==> config.mk <==
export PLATFORM = sky130hd
export DESIGN_NAME = peak_trough_marker
export DESIGN_NICKNAME = d
export VERILOG_FILES = /design/src/rtl/core/ptm_pkg.sv /design/src/rtl/core/ptm_mark.sv /design/src/rtl/core/ptm_fifo.sv /design/src/rtl/core/peak_trough_marker.sv
export SDC_FILE = /design/constraint.sdc
export NUM_CORES = 1
export LEC_CHECK = 0
export BUFFER_PORTS_ARGS = -buffer_cell sky130_fd_sc_hd__buf_4
export CAP_MARGIN = 40
export CORE_MARGIN = 5
export CORE_UTILIZATION = 55
export CTS_BUF_LIST = sky130_fd_sc_hd__clkbuf_8
export DETAILED_ROUTE_END_ITERATION = 8
export PLACE_DENSITY = 0.75
export SLEW_MARGIN = 20
export SYNTH_ARGS = -nofsm -noshare
export SYNTH_HDL_FRONTEND = slang
export SYNTH_SLANG_ARGS = --single-unit
==> constraint.sdc <==
create_clock -name clk_i -period 7.2 [get_ports clk_i]
set_input_delay 0.36 -clock clk_i [delete_from_list [all_inputs] [get_ports clk_i]]
set_output_delay 0.36 -clock clk_i [all_outputs]
set_load 0.05 [all_outputs]
==> src/rtl/core/ptm_pkg.sv <==
`timescale 1ns / 1ps
`default_nettype none

package ptm_pkg;

  // Sample and range widths
  localparam int SAMPLE_BITS = 24;
  localparam int P2P_BITS    = 24;

  // Output queue sizing
  localparam int FIFO_DEPTH = 4;
  localparam int PTR_BITS   = $clog2(FIFO_DEPTH);
  localparam int CNT_BITS   = $clog2(FIFO_DEPTH + 1);

  // Final mark of one sample
  typedef enum logic [1:0] {
    MARK_NEITHER = 2'd0,
    MARK_PEAK    = 2'd1,
    MARK_TROUGH  = 2'd2
  } marker_e;

  // Input beat
  typedef struct packed {
    logic signed [SAMPLE_BITS-1:0] sample;
    logic                          end_of_record;
  } in_beat_t;

  // Output beat
  typedef struct packed {
    marker_e               marker;
    logic [P2P_BITS-1:0]   peak_to_peak;
    logic                  last_result;
  } out_beat_t;

  // Results produced by one accepted sample: the held sample's marker first,
  // then the end-of-record beat
  typedef struct packed {
    logic      mark_vld;
    out_beat_t mark_beat;
    logic      end_vld;
    out_beat_t end_beat;
  } push_t;

endpackage

`default_nettype wire

==> src/rtl/core/ptm_mark.sv <==
`timescale 1ns / 1ps
`default_nettype none

module ptm_mark (
  input  wire logic             clk_i,
  input  wire logic             rst_ni,
  input  wire logic             accept_i,
  input  wire ptm_pkg::in_beat_t in_i,
  output ptm_pkg::push_t        push_o
);
  import ptm_pkg::*;

  logic signed [SAMPLE_BITS-1:0] prior_sample_q, prior_sample_d;
  logic signed [SAMPLE_BITS-1:0] max_q, max_d;
  logic signed [SAMPLE_BITS-1:0] min_q, min_d;
  marker_e                       prior_marker_q, prior_marker_d;
  logic                          have_prior_q, have_prior_d;
  logic                          prior_first_q, prior_first_d;

  logic                          rise;
  logic                          fall;
  marker_e                       new_mark;
  marker_e                       revised;
  logic [SAMPLE_BITS-1:0]        range;

  // Classify the step against the held sample
  assign rise = in_i.sample > prior_sample_q;
  assign fall = in_i.sample < prior_sample_q;

  always_comb begin
    if (rise) begin
      new_mark = MARK_PEAK;
    end else if (fall) begin
      new_mark = MARK_TROUGH;
    end else begin
      new_mark = MARK_NEITHER;
    end
  end

  // Revise the held sample's tentative marker
  always_comb begin
    revised = prior_marker_q;
    case (prior_marker_q)
      MARK_NEITHER: begin
        if (rise) begin
          revised = MARK_TROUGH;
        end else if (fall) begin
          revised = MARK_PEAK;
        end
      end
      MARK_PEAK: begin
        if (rise) begin
          revised = MARK_NEITHER;
        end
      end
      MARK_TROUGH: begin
        if (fall) begin
          revised = MARK_NEITHER;
        end
      end
      default: revised = MARK_NEITHER;
    endcase
  end

  // Track running extremes; the first sample of a record seeds both
  always_comb begin
    max_d = max_q;
    min_d = min_q;
    if (!have_prior_q) begin
      max_d = in_i.sample;
      min_d = in_i.sample;
    end else if (in_i.sample > max_q) begin
      max_d = in_i.sample;
    end else if (in_i.sample < min_q) begin
      min_d = in_i.sample;
    end
  end

  assign range = SAMPLE_BITS'(max_d - min_d);

  // Build the result beats for this sample
  always_comb begin
    push_o.mark_vld                = accept_i && have_prior_q;
    push_o.mark_beat.marker        = prior_first_q ? MARK_NEITHER : revised;
    push_o.mark_beat.peak_to_peak  = '0;
    push_o.mark_beat.last_result   = 1'b0;
    push_o.end_vld                 = accept_i && in_i.end_of_record;
    push_o.end_beat.marker         = MARK_NEITHER;
    push_o.end_beat.peak_to_peak   = P2P_BITS'(range);
    push_o.end_beat.last_result    = 1'b1;
  end

  // Advance the held state
  always_comb begin
    prior_sample_d = prior_sample_q;
    prior_marker_d = prior_marker_q;
    have_prior_d   = have_prior_q;
    prior_first_d  = prior_first_q;
    if (accept_i) begin
      prior_sample_d = in_i.sample;
      if (in_i.end_of_record) begin
        have_prior_d   = 1'b0;
        prior_first_d  = 1'b0;
        prior_marker_d = MARK_NEITHER;
      end else begin
        have_prior_d   = 1'b1;
        prior_first_d  = !have_prior_q;
        prior_marker_d = have_prior_q ? new_mark : MARK_NEITHER;
      end
    end
  end

  always_ff @(posedge clk_i or negedge rst_ni) begin
    if (!rst_ni) begin
      prior_marker_q <= MARK_NEITHER;
      have_prior_q   <= 1'b0;
      prior_first_q  <= 1'b0;
    end else begin
      prior_marker_q <= prior_marker_d;
      have_prior_q   <= have_prior_d;
      prior_first_q  <= prior_first_d;
    end
  end

  always_ff @(posedge clk_i) begin
    prior_sample_q <= prior_sample_d;
    if (accept_i) begin
      max_q <= max_d;
      min_q <= min_d;
    end
  end

endmodule

`default_nettype wire

==> src/rtl/core/ptm_fifo.sv <==
`timescale 1ns / 1ps
`default_nettype none

module ptm_fifo (
  input  wire logic               clk_i,
  input  wire logic               rst_ni,
  input  wire ptm_pkg::push_t     push_i,
  output logic                    room_o,
  output logic                    out_valid_o,
  input  wire logic               out_ready_i,
  output ptm_pkg::out_beat_t      out_o
);
  import ptm_pkg::*;

  out_beat_t             mem_q [FIFO_DEPTH];
  logic [PTR_BITS-1:0]   wr_q, wr_d;
  logic [PTR_BITS-1:0]   rd_q, rd_d;
  logic [CNT_BITS-1:0]   count_q, count_d;
  logic [1:0]            n_push;
  logic                  pop;
  logic [PTR_BITS-1:0]   end_addr;

  assign n_push      = 2'(push_i.mark_vld) + 2'(push_i.end_vld);
  assign out_valid_o = count_q != '0;
  assign pop         = out_valid_o && out_ready_i;
  assign out_o       = mem_q[rd_q];
  // Take a sample only while two free slots remain
  assign room_o      = count_q <= CNT_BITS'(FIFO_DEPTH - 2);
  assign end_addr    = wr_q + PTR_BITS'(push_i.mark_vld);

  // Advance pointers and fill level
  always_comb begin
    wr_d    = wr_q + PTR_BITS'(n_push);
    rd_d    = rd_q + PTR_BITS'(pop);
    count_d = count_q + CNT_BITS'(n_push) - CNT_BITS'(pop);
  end

  always_ff @(posedge clk_i or negedge rst_ni) begin
    if (!rst_ni) begin
      wr_q    <= '0;
      rd_q    <= '0;
      count_q <= '0;
    end else begin
      wr_q    <= wr_d;
      rd_q    <= rd_d;
      count_q <= count_d;
    end
  end

  // Store up to two beats per cycle
  always_ff @(posedge clk_i) begin
    if (push_i.mark_vld) begin
      mem_q[wr_q] <= push_i.mark_beat;
    end
    if (push_i.end_vld) begin
      mem_q[end_addr] <= push_i.end_beat;
    end
  end

endmodule

`default_nettype wire

==> src/rtl/core/peak_trough_marker.sv <==
// Beats leave a register; each marker is queued when the next sample is accepted.
// Throughput: one sample per cycle; the last sample of a record yields two beats,
// absorbed by a four-entry output queue, and ready drops while three or more wait.
// Reset: asynchronous active low; empties the queue and returns to record start
// with the held marker cleared to neither.
`timescale 1ns / 1ps
`default_nettype none

module peak_trough_marker (
  input  wire logic               clk_i,
  input  wire logic               rst_ni,
  input  wire logic               in_valid_i,
  output logic                    in_ready_o,
  input  wire ptm_pkg::in_beat_t  in_i,
  output logic                    out_valid_o,
  input  wire logic               out_ready_i,
  output ptm_pkg::out_beat_t      out_o
);
  import ptm_pkg::*;

  logic  accept;
  logic  room;
  push_t push;

  assign in_ready_o = room;
  assign accept     = in_valid_i && room;

  // Mark samples and track the record range
  ptm_mark u_mark (
    .clk_i    (clk_i),
    .rst_ni   (rst_ni),
    .accept_i (accept),
    .in_i     (in_i),
    .push_o   (push)
  );

  // Queue result beats toward the output
  ptm_fifo u_fifo (
    .clk_i       (clk_i),
    .rst_ni      (rst_ni),
    .push_i      (push),
    .room_o      (room),
    .out_valid_o (out_valid_o),
    .out_ready_i (out_ready_i),
    .out_o       (out_o)
  );

endmodule

`default_nettype wire
==> metrics <==
status finished, final reports clean; # IOs 58; Metal-1 WL roughly 10000 microns; Starting Density 55.8%; CTS tree yes; Area contributors post-synth edfxtp_1, ha_1, mux4_2; reg2reg setup slack between 1000 and 1500 ps; TritonRoute pass-1 iters 5; number of synthesized flops with an enable pin 168; actual slew at the worst max-slew pin ~770 ps; fraction of registers with async set/reset 5.76%; first-pass GRT wire length around 37000 microns; Die H 150 microns; vias in the first global route 7123; die area 0.0226 sq mm; worst setup path class reg -> reg; DRC Markers 0; #FFs+latches synth roughly 190; final hold vios 0; met3 wire length between 800 and 900 microns; WL/cell 17.9 microns; Synth top area share a little under half; H-tree depth 4; LEAKAGE about 5.1 nW; Antenna Nets Post-Route 0; CP Max Fanout 27; Max Used Layer met4; utilization of the core after routing 62.0%; post-synthesis area per instance between 10 and 15 sq um; Std-Cell Rows 51; synth-to-layout area growth 11.0%; max frequency about 0.17 GHz; min Tclk post-route about 6000 ps; Ant. Diodes 0; WL final 23000 microns; Worst-path clk slew about 110 ps; placer congestion estimate 0.848; Post-Syn Instances approximately 940; CTS Buf Count 17; synth warn 0; Worst Hold Class in -> reg; Slew headroom 48.2%; dpl hpwl about 16000 microns; setup violators final 0; Sink Count between 150 and 200; CTS Root Cell clkbuf_8; commonest non-fill, non-tap cell in the layout edfxtp_1; vias per inst 5.68; most frequent cells in the layout edfxtp_1, inv_1, ha_1; Placed Area ~0.012 sq mm; area of the mapped netlist between 0.01 and 0.015 sq mm; MaxCap Viol Count 0; Vias 7292; worst skew pair latency 480 ps; Iteration-0 DRC Markers ~490; fin. max-slew vios 0; Critical Path Start Type flop; VDD IR max 0.236 mV; width of the die roughly 150 microns; total grt overflow 0; Nets around 1100; Hold-fix buffers, CTS 1; layout cells sized above 1 between 10% and 20%; CTS resizes 0; Port Buffers between 50 and 60; Tcrit/Tclk final 83.9%; Hold WS between 90 and 100 ps; Clock Skews between 10 and 15 ps; GRT Total Usage approximately a fifth; largest net degree at the start of global routing 44; clk buf depth 2; Synth cell types 61; met2 wire length approximately 11000 microns; Synth area leader edfxtp_1; sequential area share after synthesis just over 50%; Worst setup EP type flop; pwr dens 411 mW/mm^2; final cell area excluding filler cells roughly 0.012 sq mm; setup tns final 0 ps; Syn Nets about 1100; Req. time, crit path approximately 7500 ps; Core Region 0.0194 sq mm; Critical Path AT between 6000 and 7000 ps; leading register cell type out of synthesis edfxtp_1; initial antenna violation count 0; setup bufs post-CTS 0; unrepaired setup endpoints after global routing false
per-stage QoR:
step                cells  power (W)  setup slack [ps]
floorplan             937    0.00358              1780
global placement     1247    0.00420              1350
detailed placement   1250    0.00427              1240
CTS                  1283    0.00497              1240
global route         1283    0.00529               812
finish               1283    0.00494              1160
layer usage:
metal	global-route usage (%)	vias to the layer above
li1	-	3554
met1	29.3	3576
met2	35.7	146
met3	3.88	16
met4	4.53	0
met5	0	-
worst paths after layout:
path / startpoint / to / cells past startpoint
worst max-delay path: u_mark.max_q[23] / u_fifo.mem_q[2][22] / 19
worst min-delay path: in_i[1] / u_mark.prior_sample_q[0] / 1
worst max register to register: u_mark.max_q[23] / u_fifo.mem_q[2][22] / 19
worst min register to register: u_fifo.mem_q[2][0] / u_fifo.mem_q[2][0] / 2
max in group asynchronous: rst_ni / u_fifo.rd_q[0] / 2
min in group asynchronous: rst_ni / u_fifo.count_q[2] / 2
state kept, by name, indices dropped and copies added (netlist names):
signal / count
u_mark.max_q: 24
u_mark.prior_sample_q: 24
u_fifo.count_q: 3
u_fifo.wr_q: 2
u_mark.prior_first_q: 1
u_mark.have_prior_q: 1
u_fifo.rd_q: 2
u_mark.prior_marker_q: 2
u_fifo.mem_q: 108
u_mark.min_q: 24
cells by family after synthesis:
kind of cell	share of synthesized area [%]
fa+ha+maj	12.0
mux	8.29
flops	51.3
simple gates	11.3
compound gates	10.4
buf+inv	5.24
xor+xnor	1.46
area by class of cell:
cell class / instances / area (sq um)
fill: 1579 / 7380
sequential: 191 / 5560
multi-input combinational: 602 / 4700
timing repair buffer: 73 / 576
inverter: 120 / 450
tap: 265 / 332
clock buffer: 17 / 234
clock inverter: 15 / 164
Yosys cell counts, types with 3 or more instances:
library cell and n:
o21a_1 13, nand2b_1 3, o21ai_0 44, xnor2_1 12
mux4_2 27, or3_1 6, o211ai_1 6, a2111oi_0 3
ha_1 101, o31ai_1 4, nor2b_1 8, mux2i_2 16
inv_1 106, inv_2 14, edfxtp_1 168, buf_2 3
mux2i_1 7, and3_1 6, nand4_1 14, dfrtp_1 11
nand3_1 8, xor2_1 6, nor4b_1 4, nor3_1 26
nand2_1 70, a21o_1 21, o21ai_1 4, nor3b_1 8
nor2_1 92, or2_2 3, dfxtp_1 12, a31oi_1 5
a211oi_1 5, a21oi_1 39, nor4_1 5, clkbuf_1 17
a32o_1 8
where the power goes:
part | internal, W | switching (W) | total (W)
clock network | 0.000263 | 0.000438 | 0.000701
registers | 0.00150 | 0.000114 | 0.00162
logic | 0.000957 | 0.00167 | 0.00263
total | 0.00272 | 0.00222 | 0.00494
worst max-delay path: stages, from the launching register on:
cell and delay [ps]:
edfxtp_1 400, inv_1 90, ha_1 360, nand4_1 140
or4_4 570, or4_4 500, o211ai_2 130, and2_4 210
nand2_1 450, o21ai_0 420, ha_1 330, a21o_1 200
a21o_1 170, a21oi_1 290, nor4b_1 380, a211oi_1 190
o22ai_1 300, or4b_1 470, o311a_1 180, nor2_1 110
Note: power is estimated with default switching activity, not from simulation.
